`src/design/bmpd_pkg.sv`:
```
// ----------------------------------------------------------------------------
// bmpd_pkg
// Shared types and codes of the 24-bit BMP stream decoder: result kinds,
// status codes, decoder phases and the structs passed between its modules.
// ----------------------------------------------------------------------------
package bmpd_pkg;

  // result kinds
  localparam logic [1:0] KIND_PIXEL  = 2'd0;
  localparam logic [1:0] KIND_HEADER = 2'd1;
  localparam logic [1:0] KIND_ERROR  = 2'd2;

  // status codes
  localparam logic [3:0] ST_OK          = 4'd0;
  localparam logic [3:0] ST_SMALL       = 4'd1;
  localparam logic [3:0] ST_SIGNATURE   = 4'd2;
  localparam logic [3:0] ST_INFO_SIZE   = 4'd3;
  localparam logic [3:0] ST_PLANES      = 4'd4;
  localparam logic [3:0] ST_DEPTH       = 4'd5;
  localparam logic [3:0] ST_COMPRESSION = 4'd6;
  localparam logic [3:0] ST_DIMS        = 4'd7;
  localparam logic [3:0] ST_OFFSET      = 4'd8;
  localparam logic [3:0] ST_TRUNCATED   = 4'd9;
  localparam logic [3:0] ST_TOO_LARGE   = 4'd10;

  // decoder phases
  localparam logic [1:0] PH_HEADER = 2'd0;
  localparam logic [1:0] PH_PIXELS = 2'd1;
  localparam logic [1:0] PH_IGNORE = 2'd2;

  // per-byte control from the top level
  typedef struct packed {
    logic        step;   // byte request accepted this cycle
    logic        clear;  // last byte of the file, stream state returns to reset
    logic [1:0]  phase;
    logic [31:0] pos;
  } ctl_t;

  // header view handed to the pixel path and the result mux
  typedef struct packed {
    logic [3:0]  err;       // error status raised by this byte, header phase only
    logic        ok;        // header accepted on this byte
    logic [31:0] offset;
    logic [33:0] stride;
    logic [33:0] width3;
    logic [31:0] raw_width;
    logic [31:0] abs_h;
    logic        from_top;
    logic [14:0] img_w;
    logic [14:0] img_h;
  } hdr_t;

  typedef struct packed {
    logic        emit;
    logic        last;
    logic [7:0]  red;
    logic [7:0]  green;
    logic [7:0]  blue;
    logic [13:0] column;
    logic [13:0] row;
  } pix_t;

  typedef struct packed {
    logic [1:0]  kind;
    logic [3:0]  status;
    logic [7:0]  red;
    logic [7:0]  green;
    logic [7:0]  blue;
    logic [13:0] column;
    logic [13:0] row;
    logic [14:0] image_width;
    logic [14:0] image_height;
    logic        last_pixel;
  } result_t;

endpackage

```
`src/design/bmpd_if.sv`:
```
// ----------------------------------------------------------------------------
// bmpd channel interfaces
// Valid/ready channels of the decoder: file bytes in, results out and the
// file length register write.
// ----------------------------------------------------------------------------
interface bmpd_byte_if;
  logic       valid;
  logic       ready;
  logic [7:0] data_byte;

  modport source (output valid, output data_byte, input ready);
  modport sink (input valid, input data_byte, output ready);
endinterface

interface bmpd_result_if;
  logic        valid;
  logic        ready;
  logic [1:0]  kind;
  logic [3:0]  status;
  logic [7:0]  red;
  logic [7:0]  green;
  logic [7:0]  blue;
  logic [13:0] column;
  logic [13:0] row;
  logic [14:0] image_width;
  logic [14:0] image_height;
  logic        last_pixel;

  modport source (output valid, output kind, output status, output red, output green,
                  output blue, output column, output row, output image_width,
                  output image_height, output last_pixel, input ready);
  modport sink (input valid, input kind, input status, input red, input green,
                input blue, input column, input row, input image_width,
                input image_height, input last_pixel, output ready);
endinterface

interface bmpd_cfg_if;
  logic        valid;
  logic        ready;
  logic [31:0] file_length;

  modport source (output valid, output file_length, input ready);
  modport sink (input valid, input file_length, output ready);
endinterface

```
`src/design/bmpd_hdr.sv`:
```
// ----------------------------------------------------------------------------
// bmpd_hdr
// Header capture and checks: gathers the little-endian header fields, works
// out the row stride and the pixel array size on the way, and gives the
// status of the header on its last byte.
// ----------------------------------------------------------------------------
module bmpd_hdr #(
  parameter int unsigned MAX_WIDTH  = 16384,
  parameter int unsigned MAX_HEIGHT = 16384
) (
  input  logic             clk_i,
  input  logic             rst_ni,
  input  bmpd_pkg::ctl_t   ctl_i,
  input  logic [7:0]       data_byte_i,
  input  logic [31:0]      file_length_i,
  output bmpd_pkg::hdr_t   hdr_o
);

  localparam logic [31:0] POS_SIG0     = 32'd0;
  localparam logic [31:0] POS_SIG1     = 32'd1;
  localparam logic [31:0] POS_OFFSET   = 32'd10;
  localparam logic [31:0] POS_INFO     = 32'd14;
  localparam logic [31:0] POS_WIDTH    = 32'd18;
  localparam logic [31:0] POS_HEIGHT   = 32'd22;
  localparam logic [31:0] POS_PLANES   = 32'd26;
  localparam logic [31:0] POS_DEPTH    = 32'd28;
  localparam logic [31:0] POS_COMP     = 32'd30;
  localparam logic [31:0] POS_MAC_LAST = 32'd30;
  localparam logic [31:0] POS_LAST     = 32'd33;

  localparam logic [7:0]  SIG_B        = 8'h42;
  localparam logic [7:0]  SIG_M        = 8'h4d;
  localparam logic [31:0] MIN_FILE_LEN = 32'd54;
  localparam logic [31:0] MIN_INFO     = 32'd40;
  localparam logic [32:0] FILE_HDR_LEN = 33'd14;
  localparam logic [15:0] REQ_PLANES   = 16'd1;
  localparam logic [15:0] REQ_DEPTH    = 16'd24;
  localparam logic [31:0] LIM_W        = 32'(MAX_WIDTH);
  localparam logic [31:0] LIM_H        = 32'(MAX_HEIGHT);

  logic [7:0]  sig_q, sig_d;
  logic [31:0] offset_q, offset_d;
  logic [31:0] info_q, info_d;
  logic [31:0] rw_q, rw_d;
  logic [31:0] rh_q, rh_d;
  logic [15:0] plane_q, plane_d;
  logic [15:0] depth_q, depth_d;
  logic [23:0] comp_q, comp_d;
  logic [33:0] stride_q, stride_d;
  logic [33:0] width3_q, width3_d;
  logic [31:0] absh_q, absh_d;
  logic [31:0] macc_q, macc_d;
  logic        msat_q, msat_d;

  logic        hdr_step;
  logic [1:0]  off_lane, info_lane, rw_lane, rh_lane, mac_lane;
  logic        plane_lane, depth_lane;
  logic [33:0] w3_calc;
  logic [7:0]  h_byte;
  logic [41:0] prod;
  logic [42:0] mac_sum;
  logic [32:0] fl33;
  logic        trunc;
  logic [3:0]  status;
  logic [3:0]  err;

  assign hdr_step   = ctl_i.step && (ctl_i.phase == bmpd_pkg::PH_HEADER);
  assign off_lane   = 2'(ctl_i.pos - POS_OFFSET);
  assign info_lane  = 2'(ctl_i.pos - POS_INFO);
  assign rw_lane    = 2'(ctl_i.pos - POS_WIDTH);
  assign rh_lane    = 2'(ctl_i.pos - POS_HEIGHT);
  assign plane_lane = ctl_i.pos[0] ^ POS_PLANES[0];
  assign depth_lane = ctl_i.pos[0] ^ POS_DEPTH[0];
  // multiply steps take the height bytes most significant first
  assign mac_lane   = 2'(POS_MAC_LAST - ctl_i.pos);

  assign w3_calc = {2'b00, rw_q} + {1'b0, rw_q, 1'b0};
  assign h_byte  = absh_q[8*mac_lane +: 8];
  assign prod    = 42'(stride_q) * 42'(h_byte);
  assign mac_sum = {3'b000, macc_q, 8'h00} + {1'b0, prod};

  assign fl33  = {1'b0, file_length_i};
  assign trunc = msat_q || (({1'b0, offset_q} + {1'b0, macc_q}) > fl33);

  // header checks in priority order
  always_comb begin
    if (info_q < MIN_INFO || ({1'b0, info_q} + FILE_HDR_LEN) > fl33) begin
      status = bmpd_pkg::ST_INFO_SIZE;
    end else if (plane_q != REQ_PLANES) begin
      status = bmpd_pkg::ST_PLANES;
    end else if (depth_q != REQ_DEPTH) begin
      status = bmpd_pkg::ST_DEPTH;
    end else if (comp_q != 24'd0 || data_byte_i != 8'd0) begin
      status = bmpd_pkg::ST_COMPRESSION;
    end else if (rw_q == 32'd0 || rw_q[31] || rh_q == 32'd0) begin
      status = bmpd_pkg::ST_DIMS;
    end else if (offset_q < MIN_FILE_LEN || offset_q >= file_length_i) begin
      status = bmpd_pkg::ST_OFFSET;
    end else if (trunc) begin
      status = bmpd_pkg::ST_TRUNCATED;
    end else if (rw_q > LIM_W || absh_q > LIM_H) begin
      status = bmpd_pkg::ST_TOO_LARGE;
    end else begin
      status = bmpd_pkg::ST_OK;
    end
  end

  always_comb begin
    err = bmpd_pkg::ST_OK;
    if (ctl_i.pos == POS_SIG0) begin
      if (file_length_i < MIN_FILE_LEN) begin
        err = bmpd_pkg::ST_SMALL;
      end
    end else if (ctl_i.pos == POS_SIG1) begin
      if (sig_q != SIG_B || data_byte_i != SIG_M) begin
        err = bmpd_pkg::ST_SIGNATURE;
      end
    end else if (ctl_i.pos == POS_LAST) begin
      err = status;
    end
  end

  always_comb begin
    sig_d    = sig_q;
    offset_d = offset_q;
    info_d   = info_q;
    rw_d     = rw_q;
    rh_d     = rh_q;
    plane_d  = plane_q;
    depth_d  = depth_q;
    comp_d   = comp_q;
    stride_d = stride_q;
    width3_d = width3_q;
    absh_d   = absh_q;
    macc_d   = macc_q;
    msat_d   = msat_q;
    if (hdr_step) begin
      if (ctl_i.pos == POS_SIG0) begin
        sig_d = data_byte_i;
      end
      if (ctl_i.pos >= POS_OFFSET && ctl_i.pos < POS_INFO) begin
        offset_d[8*off_lane +: 8] = data_byte_i;
      end
      if (ctl_i.pos >= POS_INFO && ctl_i.pos < POS_WIDTH) begin
        info_d[8*info_lane +: 8] = data_byte_i;
      end
      if (ctl_i.pos >= POS_WIDTH && ctl_i.pos < POS_HEIGHT) begin
        rw_d[8*rw_lane +: 8] = data_byte_i;
      end
      if (ctl_i.pos >= POS_HEIGHT && ctl_i.pos < POS_PLANES) begin
        rh_d[8*rh_lane +: 8] = data_byte_i;
      end
      if (ctl_i.pos >= POS_PLANES && ctl_i.pos < POS_DEPTH) begin
        plane_d[8*plane_lane +: 8] = data_byte_i;
      end
      if (ctl_i.pos >= POS_DEPTH && ctl_i.pos < POS_COMP) begin
        depth_d[8*depth_lane +: 8] = data_byte_i;
      end
      if (ctl_i.pos >= POS_COMP && ctl_i.pos < POS_LAST) begin
        comp_d[8*(2'(ctl_i.pos - POS_COMP)) +: 8] = data_byte_i;
      end
      // width is complete once the first height byte arrives
      if (ctl_i.pos == POS_HEIGHT) begin
        width3_d = w3_calc;
        stride_d = (w3_calc + 34'd3) & ~34'd3;
      end
      if (ctl_i.pos == POS_PLANES) begin
        absh_d = rh_q[31] ? (~rh_q + 32'd1) : rh_q;
      end
      // stride times height, one height byte per request, 32-bit overflow flagged
      if (ctl_i.pos > POS_PLANES && ctl_i.pos <= POS_MAC_LAST) begin
        macc_d = mac_sum[31:0];
        msat_d = msat_q | (|mac_sum[42:32]);
      end
    end
    if (ctl_i.clear) begin
      sig_d    = '0;
      offset_d = '0;
      info_d   = '0;
      rw_d     = '0;
      rh_d     = '0;
      plane_d  = '0;
      depth_d  = '0;
      comp_d   = '0;
      stride_d = '0;
      width3_d = '0;
      absh_d   = '0;
      macc_d   = '0;
      msat_d   = 1'b0;
    end
  end

  always_ff @(posedge clk_i or negedge rst_ni) begin
    if (!rst_ni) begin
      sig_q    <= '0;
      offset_q <= '0;
      info_q   <= '0;
      rw_q     <= '0;
      rh_q     <= '0;
      plane_q  <= '0;
      depth_q  <= '0;
      comp_q   <= '0;
      stride_q <= '0;
      width3_q <= '0;
      absh_q   <= '0;
      macc_q   <= '0;
      msat_q   <= 1'b0;
    end else begin
      sig_q    <= sig_d;
      offset_q <= offset_d;
      info_q   <= info_d;
      rw_q     <= rw_d;
      rh_q     <= rh_d;
      plane_q  <= plane_d;
      depth_q  <= depth_d;
      comp_q   <= comp_d;
      stride_q <= stride_d;
      width3_q <= width3_d;
      absh_q   <= absh_d;
      macc_q   <= macc_d;
      msat_q   <= msat_d;
    end
  end

  always_comb begin
    hdr_o.err       = err;
    hdr_o.ok        = (ctl_i.pos == POS_LAST) && (status == bmpd_pkg::ST_OK);
    hdr_o.offset    = offset_q;
    hdr_o.stride    = stride_q;
    hdr_o.width3    = width3_q;
    hdr_o.raw_width = rw_q;
    hdr_o.abs_h     = absh_q;
    hdr_o.from_top  = rh_q[31];
    hdr_o.img_w     = rw_q[14:0];
    hdr_o.img_h     = absh_q[14:0];
  end

endmodule

```
`src/design/bmpd_pix.sv`:
```
// ----------------------------------------------------------------------------
// bmpd_pix
// Pixel path: walks each padded row, gathers blue and green, and on the red
// byte gives one pixel with its column and its destination row.
// ----------------------------------------------------------------------------
module bmpd_pix #(
  parameter int unsigned MAX_WIDTH  = 16384,
  parameter int unsigned MAX_HEIGHT = 16384
) (
  input  logic             clk_i,
  input  logic             rst_ni,
  input  bmpd_pkg::ctl_t   ctl_i,
  input  logic [7:0]       data_byte_i,
  input  bmpd_pkg::hdr_t   hdr_i,
  output bmpd_pkg::pix_t   pix_o
);

  localparam int RBW = $clog2(3 * MAX_WIDTH + 4);
  localparam int CW  = (MAX_WIDTH > 1) ? $clog2(MAX_WIDTH) : 1;
  localparam int RW  = (MAX_HEIGHT > 1) ? $clog2(MAX_HEIGHT) : 1;

  logic [RBW-1:0] rbp_q, rbp_d;
  logic [CW-1:0]  col_q, col_d;
  logic [RW-1:0]  srow_q, srow_d;
  logic [1:0]     chan_q, chan_d;
  logic [7:0]     blue_q, blue_d;
  logic [7:0]     green_q, green_d;
  logic [CW-1:0]  wm1_q, wm1_d;
  logic [RW-1:0]  hm1_q, hm1_d;
  logic           top_q, top_d;

  logic           active;
  logic           start;
  logic           in_row;
  logic [RBW-1:0] rbp_inc;
  logic           row_end;
  logic           emit;
  logic           last;
  logic [RW-1:0]  drow;

  assign active  = ctl_i.step && (ctl_i.phase == bmpd_pkg::PH_PIXELS) &&
                   (ctl_i.pos >= hdr_i.offset);
  assign start   = ctl_i.step && (ctl_i.phase == bmpd_pkg::PH_HEADER) && hdr_i.ok;
  assign in_row  = 34'(rbp_q) < hdr_i.width3;
  assign rbp_inc = rbp_q + 1'b1;
  assign row_end = 34'(rbp_inc) >= hdr_i.stride;
  assign emit    = active && in_row && (chan_q == 2'd2);
  assign last    = (srow_q == hm1_q) && (col_q == wm1_q);
  assign drow    = top_q ? srow_q : (hm1_q - srow_q);

  always_comb begin
    rbp_d   = rbp_q;
    col_d   = col_q;
    srow_d  = srow_q;
    chan_d  = chan_q;
    blue_d  = blue_q;
    green_d = green_q;
    wm1_d   = wm1_q;
    hm1_d   = hm1_q;
    top_d   = top_q;
    if (start) begin
      wm1_d = CW'(hdr_i.raw_width - 32'd1);
      hm1_d = RW'(hdr_i.abs_h - 32'd1);
      top_d = hdr_i.from_top;
    end
    if (active) begin
      if (in_row) begin
        case (chan_q)
          2'd0: begin
            blue_d = data_byte_i;
            chan_d = 2'd1;
          end
          2'd1: begin
            green_d = data_byte_i;
            chan_d  = 2'd2;
          end
          default: begin
            chan_d = 2'd0;
            col_d  = col_q + 1'b1;
          end
        endcase
      end
      rbp_d = rbp_inc;
      // padding done, next source row
      if (row_end) begin
        rbp_d  = '0;
        col_d  = '0;
        chan_d = 2'd0;
        srow_d = srow_q + 1'b1;
      end
    end
    if (ctl_i.clear) begin
      rbp_d   = '0;
      col_d   = '0;
      srow_d  = '0;
      chan_d  = 2'd0;
      blue_d  = '0;
      green_d = '0;
      wm1_d   = '0;
      hm1_d   = '0;
      top_d   = 1'b0;
    end
  end

  always_ff @(posedge clk_i or negedge rst_ni) begin
    if (!rst_ni) begin
      rbp_q   <= '0;
      col_q   <= '0;
      srow_q  <= '0;
      chan_q  <= 2'd0;
      blue_q  <= '0;
      green_q <= '0;
      wm1_q   <= '0;
      hm1_q   <= '0;
      top_q   <= 1'b0;
    end else begin
      rbp_q   <= rbp_d;
      col_q   <= col_d;
      srow_q  <= srow_d;
      chan_q  <= chan_d;
      blue_q  <= blue_d;
      green_q <= green_d;
      wm1_q   <= wm1_d;
      hm1_q   <= hm1_d;
      top_q   <= top_d;
    end
  end

  always_comb begin
    pix_o.emit   = emit;
    pix_o.last   = emit && last;
    pix_o.red    = data_byte_i;
    pix_o.green  = green_q;
    pix_o.blue   = blue_q;
    pix_o.column = 14'(col_q);
    pix_o.row    = 14'(drow);
  end

endmodule

```
`src/design/bmpd_outq.sv`:
```
// ----------------------------------------------------------------------------
// bmpd_outq
// Two-entry result queue: holds finished results so that byte requests keep
// flowing while the result side stalls.
// ----------------------------------------------------------------------------
module bmpd_outq (
  input  logic                clk_i,
  input  logic                rst_ni,
  input  logic                push_i,
  input  bmpd_pkg::result_t   push_data_i,
  output logic                space_o,
  output logic                valid_o,
  input  logic                ready_i,
  output bmpd_pkg::result_t   data_o
);

  bmpd_pkg::result_t slot0_q, slot0_d;
  bmpd_pkg::result_t slot1_q, slot1_d;
  logic [1:0]        cnt_q, cnt_d;
  logic              pop;

  assign pop     = (cnt_q != 2'd0) && ready_i;
  assign valid_o = cnt_q != 2'd0;
  assign space_o = cnt_q != 2'd2;
  assign data_o  = slot0_q;

  always_comb begin
    slot0_d = slot0_q;
    slot1_d = slot1_q;
    cnt_d   = cnt_q;
    if (pop && push_i) begin
      if (cnt_q == 2'd1) begin
        slot0_d = push_data_i;
      end else begin
        slot0_d = slot1_q;
        slot1_d = push_data_i;
      end
    end else if (pop) begin
      slot0_d = slot1_q;
      cnt_d   = cnt_q - 2'd1;
    end else if (push_i) begin
      if (cnt_q == 2'd0) begin
        slot0_d = push_data_i;
      end else begin
        slot1_d = push_data_i;
      end
      cnt_d = cnt_q + 2'd1;
    end
  end

  always_ff @(posedge clk_i or negedge rst_ni) begin
    if (!rst_ni) begin
      cnt_q <= 2'd0;
    end else begin
      cnt_q <= cnt_d;
    end
  end

  always_ff @(posedge clk_i) begin
    slot0_q <= slot0_d;
    slot1_q <= slot1_d;
  end

endmodule

```
`src/design/bmp24_stream_decoder_core.sv`:
```
// ----------------------------------------------------------------------------
// bmp24_stream_decoder_core
// Streaming decoder for uncompressed 24-bit BMP files: checks the header,
// then turns each BGR triple into one RGB pixel with its position.
//
//   channel   dir  payload                                   handshake
//   byte_i    in   data_byte                                 valid/ready
//   result_o  out  kind, status, rgb, column, row, size, last  valid/ready
//   cfg_i     in   file_length                               valid/ready (always ready)
//
// One byte request is taken per cycle while the result queue has space; its result,
// if any, is registered in the queue and shown after the results ahead of it.
// A two-entry result queue sets the stall behaviour: bytes keep flowing until
// both entries hold results that the sink has not taken.
// The stride times height product is built one height byte per request
// during header bytes 27 to 30; the byte stream is not held for it.
// Reset is asynchronous, active low; there is no clearing pass.
// ----------------------------------------------------------------------------
module bmp24_stream_decoder_core #(
  parameter int unsigned MAX_WIDTH  = 16384,
  parameter int unsigned MAX_HEIGHT = 16384
) (
  input  logic             clk_i,
  input  logic             rst_ni,
  bmpd_cfg_if.sink         cfg_i,
  bmpd_byte_if.sink        byte_i,
  bmpd_result_if.source    result_o
);

  localparam logic [31:0] FILE_LEN_RST = 32'd54;

  logic [31:0] file_len_q;
  logic [31:0] pos_q, pos_d;
  logic [1:0]  phase_q, phase_d;

  logic              step;
  logic              eof;
  logic              space;
  logic              push;
  bmpd_pkg::ctl_t    ctl;
  bmpd_pkg::hdr_t    hdr;
  bmpd_pkg::pix_t    pix;
  bmpd_pkg::result_t res_d;
  bmpd_pkg::result_t res_q;

  assign cfg_i.ready  = 1'b1;
  assign byte_i.ready = space;
  assign step         = byte_i.valid && space;
  assign eof          = ({1'b0, pos_q} + 33'd1) >= {1'b0, file_len_q};

  always_comb begin
    ctl.step  = step;
    ctl.clear = step && eof;
    ctl.phase = phase_q;
    ctl.pos   = pos_q;
  end

  always_ff @(posedge clk_i or negedge rst_ni) begin
    if (!rst_ni) begin
      file_len_q <= FILE_LEN_RST;
    end else if (cfg_i.valid) begin
      file_len_q <= cfg_i.file_length;
    end
  end

  bmpd_hdr #(
    .MAX_WIDTH  (MAX_WIDTH),
    .MAX_HEIGHT (MAX_HEIGHT)
  ) u_hdr (
    .clk_i         (clk_i),
    .rst_ni        (rst_ni),
    .ctl_i         (ctl),
    .data_byte_i   (byte_i.data_byte),
    .file_length_i (file_len_q),
    .hdr_o         (hdr)
  );

  bmpd_pix #(
    .MAX_WIDTH  (MAX_WIDTH),
    .MAX_HEIGHT (MAX_HEIGHT)
  ) u_pix (
    .clk_i       (clk_i),
    .rst_ni      (rst_ni),
    .ctl_i       (ctl),
    .data_byte_i (byte_i.data_byte),
    .hdr_i       (hdr),
    .pix_o       (pix)
  );

  always_comb begin
    push    = 1'b0;
    res_d   = '0;
    phase_d = phase_q;
    pos_d   = pos_q;
    if (step) begin
      unique case (phase_q)
        bmpd_pkg::PH_HEADER: begin
          if (hdr.err != bmpd_pkg::ST_OK) begin
            push         = 1'b1;
            res_d.kind   = bmpd_pkg::KIND_ERROR;
            res_d.status = hdr.err;
            phase_d      = bmpd_pkg::PH_IGNORE;
          end else if (hdr.ok) begin
            push               = 1'b1;
            res_d.kind         = bmpd_pkg::KIND_HEADER;
            res_d.status       = bmpd_pkg::ST_OK;
            res_d.image_width  = hdr.img_w;
            res_d.image_height = hdr.img_h;
            phase_d            = bmpd_pkg::PH_PIXELS;
          end
        end
        bmpd_pkg::PH_PIXELS: begin
          if (pix.emit) begin
            push             = 1'b1;
            res_d.kind       = bmpd_pkg::KIND_PIXEL;
            res_d.status     = bmpd_pkg::ST_OK;
            res_d.red        = pix.red;
            res_d.green      = pix.green;
            res_d.blue       = pix.blue;
            res_d.column     = pix.column;
            res_d.row        = pix.row;
            res_d.last_pixel = pix.last;
            if (pix.last) begin
              phase_d = bmpd_pkg::PH_IGNORE;
            end
          end
        end
        default: ;
      endcase
      // end of file: back to the start of a new file
      if (eof) begin
        phase_d = bmpd_pkg::PH_HEADER;
        pos_d   = '0;
      end else begin
        pos_d = pos_q + 32'd1;
      end
    end
  end

  always_ff @(posedge clk_i or negedge rst_ni) begin
    if (!rst_ni) begin
      pos_q   <= '0;
      phase_q <= bmpd_pkg::PH_HEADER;
    end else begin
      pos_q   <= pos_d;
      phase_q <= phase_d;
    end
  end

  bmpd_outq u_outq (
    .clk_i       (clk_i),
    .rst_ni      (rst_ni),
    .push_i      (push),
    .push_data_i (res_d),
    .space_o     (space),
    .valid_o     (result_o.valid),
    .ready_i     (result_o.ready),
    .data_o      (res_q)
  );

  assign result_o.kind         = res_q.kind;
  assign result_o.status       = res_q.status;
  assign result_o.red          = res_q.red;
  assign result_o.green        = res_q.green;
  assign result_o.blue         = res_q.blue;
  assign result_o.column       = res_q.column;
  assign result_o.row          = res_q.row;
  assign result_o.image_width  = res_q.image_width;
  assign result_o.image_height = res_q.image_height;
  assign result_o.last_pixel   = res_q.last_pixel;

endmodule

```
`src/flat_wrapper.sv`:
```
// flat-port wrapper written by rule: the top's interface ports become plain ports
module bmp24_stream_decoder_core_flat 
#(
  parameter int unsigned MAX_WIDTH  = 16384,
  parameter int unsigned MAX_HEIGHT = 16384
)
  (clk_i, rst_ni, cfg_i_valid, cfg_i_file_length, cfg_i_ready, byte_i_valid, byte_i_data_byte, byte_i_ready, result_o_valid, result_o_kind, result_o_status, result_o_red, result_o_green, result_o_blue, result_o_column, result_o_row, result_o_image_width, result_o_image_height, result_o_last_pixel, result_o_ready);
  bmpd_cfg_if cfg_i_i ();
  bmpd_byte_if byte_i_i ();
  bmpd_result_if result_o_i ();
  input  logic clk_i;
  input  logic rst_ni;
  input wire logic [$bits(cfg_i_i.valid)-1:0] cfg_i_valid;
  input wire logic [$bits(cfg_i_i.file_length)-1:0] cfg_i_file_length;
  output wire logic [$bits(cfg_i_i.ready)-1:0] cfg_i_ready;
  input wire logic [$bits(byte_i_i.valid)-1:0] byte_i_valid;
  input wire logic [$bits(byte_i_i.data_byte)-1:0] byte_i_data_byte;
  output wire logic [$bits(byte_i_i.ready)-1:0] byte_i_ready;
  output wire logic [$bits(result_o_i.valid)-1:0] result_o_valid;
  output wire logic [$bits(result_o_i.kind)-1:0] result_o_kind;
  output wire logic [$bits(result_o_i.status)-1:0] result_o_status;
  output wire logic [$bits(result_o_i.red)-1:0] result_o_red;
  output wire logic [$bits(result_o_i.green)-1:0] result_o_green;
  output wire logic [$bits(result_o_i.blue)-1:0] result_o_blue;
  output wire logic [$bits(result_o_i.column)-1:0] result_o_column;
  output wire logic [$bits(result_o_i.row)-1:0] result_o_row;
  output wire logic [$bits(result_o_i.image_width)-1:0] result_o_image_width;
  output wire logic [$bits(result_o_i.image_height)-1:0] result_o_image_height;
  output wire logic [$bits(result_o_i.last_pixel)-1:0] result_o_last_pixel;
  input wire logic [$bits(result_o_i.ready)-1:0] result_o_ready;
  assign cfg_i_i.valid = cfg_i_valid;
  assign cfg_i_i.file_length = cfg_i_file_length;
  assign cfg_i_ready = cfg_i_i.ready;
  assign byte_i_i.valid = byte_i_valid;
  assign byte_i_i.data_byte = byte_i_data_byte;
  assign byte_i_ready = byte_i_i.ready;
  assign result_o_valid = result_o_i.valid;
  assign result_o_kind = result_o_i.kind;
  assign result_o_status = result_o_i.status;
  assign result_o_red = result_o_i.red;
  assign result_o_green = result_o_i.green;
  assign result_o_blue = result_o_i.blue;
  assign result_o_column = result_o_i.column;
  assign result_o_row = result_o_i.row;
  assign result_o_image_width = result_o_i.image_width;
  assign result_o_image_height = result_o_i.image_height;
  assign result_o_last_pixel = result_o_i.last_pixel;
  assign result_o_i.ready = result_o_ready;
  bmp24_stream_decoder_core #(.MAX_WIDTH(MAX_WIDTH), .MAX_HEIGHT(MAX_HEIGHT)) u_core (.clk_i(clk_i), .rst_ni(rst_ni), .cfg_i(cfg_i_i), .byte_i(byte_i_i), .result_o(result_o_i));
endmodule
```
`config.mk`:
```
export PLATFORM = sky130hd
export DESIGN_NAME = bmp24_stream_decoder_core_flat
export DESIGN_NICKNAME = d
export VERILOG_FILES = /design/src/design/bmpd_pkg.sv /design/src/design/bmpd_if.sv /design/src/design/bmpd_hdr.sv /design/src/design/bmpd_pix.sv /design/src/design/bmpd_outq.sv /design/src/design/bmp24_stream_decoder_core.sv /design/src/flat_wrapper.sv
export SDC_FILE = /design/constraint.sdc
export NUM_CORES = 2
export LEC_CHECK = 0
export ABC_AREA = 1
export BUFFER_PORTS_ARGS = -buffer_cell sky130_fd_sc_hd__clkbuf_2
export CAP_MARGIN = 15
export CORE_MARGIN = 4
export CORE_UTILIZATION = 40
export DETAILED_ROUTE_END_ITERATION = 7
export GPL_ROUTABILITY_DRIVEN = 0
export PLACE_DENSITY = 0.65
export RECOVER_POWER = 50
export SYNTH_ARGS = -nofsm -noshare
export SYNTH_HDL_FRONTEND = slang
export SYNTH_SLANG_ARGS = --single-unit
```
`constraint.sdc`:
```
create_clock -name clk_i -period 17.5 [get_ports clk_i]
set_input_delay 0 -clock clk_i [delete_from_list [all_inputs] [get_ports clk_i]]
set_output_delay 0 -clock clk_i [all_outputs]
set_load 0.01 [all_outputs]
```
==> summary.md <==
| Metric | Value |
|---|---|
| Share of power burned in the clock network | 14.7% |
| Hold/Removal Path Class | input port to flip-flop |
| Worst VDD drop | 0.115 mV |
| Drt via density | 5.48 |
| Synth top area cells | dfrtp_1 24%, edfxtp_1 11%, ha_1 9.5%, fa_1 8.8%, nand2_1 7.8% |
| Io pins | 137 |
| Pins Over Slew Limit | 544 |
| Avg Cell Area, Syn | 8.24 um2 |
| Psw | 5.96 mW |
| Fmax | 91.0 MHz |
| Die X | 358 um |
| First-pass GRT wire length | 235 mm |
| Share of layout cells above drive strength 1 | 4.78% |
| Delay-heaviest family, CP | buffers and inverters |
| Placed wire-length estimate | 114 mm |
| Lkg Pwr | 24.9 nW |
| Post-synthesis sequential area ratio | 35.5% |
| Drt first pass iters | 6 |
| Crit-path max FO | 116 |
| Combinational cell fraction of total power | 62.2% |
| Setup-failing EPs final | 0 |
| Clk buf depth | 3 |
| Cells after Synth | 5939 |
| Crit share post-route | 62.8% |
| Std cell rows | 128 |
| Die Y | 358 um |
| Max_slew headroom | -328% |
| DP Area | 51000 um2 |
| Critical path arrival | 11610 ps |
| Buffers and inverters on the worst path | 5 |
| DRT antenna net count | 0 |
| Cell variety after synth | 71 |
| #FFs+latches synth | 658 |
| Vias in the first global route | 40621 |
| Starting density of the core | 40.2% |
| Crit start category | input port |
| Area grow syn2layout | 10.1% |
| Worst path depth | 5 |
| Max_cap viols | 9 |
| Port bufs | 135 |
| Ys Warns | 0 |
| Design Area, Final | 53800 um2 |
| Post-synth EDFFs | 178 |
| Slowest stage cell on the critical path | clkbuf_1 |
| Hold_buf cts | 43 |
| Pin count of the biggest net entering global routing | 117 |
| Top cell type by total area after synthesis | dfrtp_1 |
| Setup Crit Path Kind | input port to async pin |
| Global Route Usage Sum | 23.3% |
| Cts repair resizes | 0 |
| Critical Path Max Stage Delay | 4450 ps |
| Power density cells | 209 nW/um2 |
| CTS HTree Levels | 3 |
| Root Driver | clkbuf_16 |
| Synth Flop Type | dfrtp_1 |
| CTS Sinks | 658 |
| DR WL/cell | 19.6 um |
| Final clock skew | 36.8 ps |
| Failing checks | capacitance limit, slew limit |
| Synth top area share | 24.3% |
| Clk pin slew, worst setup/hold paths | 60 ps |
| CP cell instances | dlygate4sd3_1 > clkbuf_1 > clkbuf_1 > clkbuf_1 > buf_4 |
| Sequential share of power | 23.1% |
| CTS tree | built |
| Tmin final | 10990 ps |
| Crit path capture type | async pin |
| Area of the die | 128000 um2 |
| Internal Pwr Total | 5.30 mW |
| CP required | 18120 ps |
| CP most frequent cell | clkbuf_1 |
| Sw frac | 53.0% |
| Worst r2r path cells | 31 |
| Final TNS setup | 0 ps |
| Final Hold Viols | 0 |
| NumNets Final | 6676 |
| Unrepaired setup endpoints after global routing | no |
| Core Region | 122000 um2 |
| CTS buffer count | 74 |
| Initial antenna violation count | 2 |
| GRT Residual Overflow | 0 |
| Drt drc | 0 |
| Hold Path Cell Cnt | 4 |
| Drt total wl | 151 mm |
| Post-CTS repair timing setup buffer count | 0 |
| Cell area after synthesis | 48900 um2 |
| Worst skew pair latency | 660 ps |
| Routed vias | 42352 |
| Iteration-0 DRC Markers | 4108 |
| Outcome | finished with violations |
| Worst slew pin tran | 6410 ps |
| Post-Syn Nets | 6569 |
| FFs w/ async S/R, synth | 72.9% |
-- cells by family (layout without fill, tap and decap cells) --
family / count (synthesis) / after routing / synth area share, %
DFF: 658 / 658 / 35.5
AOI/OAI and AO/OA: 1206 / 1206 / 14.6
buffers and inverters: 1035 / 1202 / 8.31
other: 1 / 2 / 0.00767
xor gates and xnor gates: 235 / 235 / 4.21
muxes: 1 / 1 / 0.0230
and+or+nand+nor: 2218 / 2218 / 19.1
adders and majority gates: 585 / 585 / 18.2
-- power by group through the flow --
| stage | Clock, mW | Sequential (mW) | Combinational [mW] |
|---|---|---|---|
| after floorplan | 0 | 2.42 | 5.04 |
| after global placement | 0 | 2.60 | 6.77 |
| after detailed placement | 0 | 2.61 | 6.87 |
| after CTS | 1.68 | 2.59 | 6.94 |
| after global routing | 1.74 | 2.65 | 7.87 |
| final | 1.66 | 2.60 | 7.00 |
-- synth_stat cells, types with 5 or more instances --
cell / instances
o22ai_1: 58
nand4_1: 91
o31ai_1: 12
o21ai_2: 16
o211ai_1: 12
ha_1: 371
edfxtp_1: 178
inv_2: 14
buf_6: 7
nor2_2: 9
nor3_1: 77
nand3_2: 6
nor4_1: 65
o21ai_0: 307
clkbuf_1: 110
buf_4: 10
o21a_1: 14
nand3_1: 204
xnor2_1: 47
a21o_1: 12
o21bai_1: 12
inv_1: 841
nand2_2: 7
a21boi_0: 5
buf_1: 7
a32o_1: 89
nor2_1: 694
nand2_1: 1021
a21oi_1: 480
a21oi_4: 6
xor2_1: 188
o31ai_2: 11
o21ai_1: 96
or2_2: 11
a211oi_1: 23
fa_1: 214
buf_2: 37
dfrtp_1: 476
o221ai_1: 13
a31oi_1: 25
-- layout by cell type, fill, tap and decap left out, types with 13 or more instances in the layout --
master         synthesis  final
xnor2_1               47     47
xor2_1               188    188
a31oi_1               25     25
o21ai_0              307    312
o22ai_1               58     58
edfxtp_1             178    178
nand2_1             1021   1019
ha_1                 371    371
dfrtp_1              476    476
o221ai_1              13     13
clkinv_2               1     15
o21a_1                14     14
o21ai_1               96     91
clkbuf_1             110    110
clkbuf_2               0     43
inv_1                841    841
nor3_1                77     78
buf_4                 10     20
nand3_1              204    205
fa_1                 214    214
o21ai_2               16     16
inv_2                 14     13
nor4_1                65     67
nor2_1               694    693
clkbuf_16              0     75
a32o_1                89     89
dlygate4sd3_1          0     43
a21oi_1              480    480
nand4_1               91     91
a211oi_1              23     23
-- state kept, by name (all words and copies together), names as in the netlist, 16 cells and up --
register               count
u_core.u_hdr.stride_q     32
u_core.u_hdr.rw_q         32
u_core.u_hdr.plane_q      16
u_core.u_outq.slot1_q     89
u_core.u_pix.rbp_q        16
u_core.u_outq.data_o      89
u_core.u_hdr.rh_q         32
u_core.u_hdr.depth_q      16
u_core.u_hdr.width3_q     34
u_core.u_hdr.info_q       32
u_core.file_len_q         32
u_core.u_hdr.macc_q       30
u_core.u_hdr.comp_q       24
u_core.u_hdr.absh_q       32
u_core.u_hdr.offset_q     32
u_core.pos_q              32
-- per-stage QoR --
step / std cells / total power [mW] / util [%] / setup WS [ps] / hold WS, ps
after floorplan: 5939 / 7.46 / - / 8250 / -296
after global placement: 7552 / 9.38 / 42.0 / 8830 / 155
after detailed placement: 7552 / 9.48 / 42.0 / 8700 / 160
after CTS: 7731 / 11.2 / 44.4 / 8630 / 58.0
after global routing: 7731 / 12.3 / 44.3 / 4240 / 87.4
final: 7732 / 11.3 / 44.3 / 6510 / 96.5
-- layer usage --
metal / up-vias / track usage (%) / share of wire, %
met5: - / 0 / 0.0086
met4: 2 / 8.48 / 4.2
met3: 296 / 4.63 / 7.9
met2: 1651 / 36.8 / 45
met1: 20436 / 31.9 / 43
li1: 19967 / - / -
-- final cells by class --
| type | count | area (um2) |
|---|---|---|
| clock buffers | 92 | 2000 |
| multi-input cells | 4246 | 27500 |
| flip-flops and latches | 658 | 17400 |
| well taps | 1625 | 2030 |
| clock inverters | 44 | 551 |
| fillers | 11859 | 67700 |
| inverters | 861 | 3240 |
| diodes | 1 | 2.50 |
| repair buffers | 205 | 1170 |
-- worst min-delay path: stages --
cell           delay [ps]
dlygate4sd3_1         520
clkbuf_2               90
nand2_1                40
o21ai_0                50
-- worst paths after layout --
| check | start | to | slack (ps) |
|---|---|---|---|
| max | rst_ni | u_core.pos_q[24]$_DFFE_PN0P_ | 6510 |
| min | cfg_i_file_length[24] | u_core.file_len_q[24]$_DFFE_PN0P_ | 100 |
| max reg2reg | u_core.pos_q[0]$_DFFE_PN0P_ | u_core.u_hdr.width3_q[21]$_DFFE_PN0P_ | 7150 |
| min reg2reg | u_core.u_hdr.depth_q[0]$_DFFE_PN0P_ | u_core.u_hdr.depth_q[0]$_DFFE_PN0P_ | 470 |
| max in group clk_i | u_core.pos_q[0]$_DFFE_PN0P_ | u_core.u_hdr.width3_q[21]$_DFFE_PN0P_ | 7150 |
| min in group asynchronous | rst_ni | u_core.u_pix.rbp_q[10]$_DFFE_PN0P_ | 2370 |
Note: power is estimated with default switching activity, not from simulation.
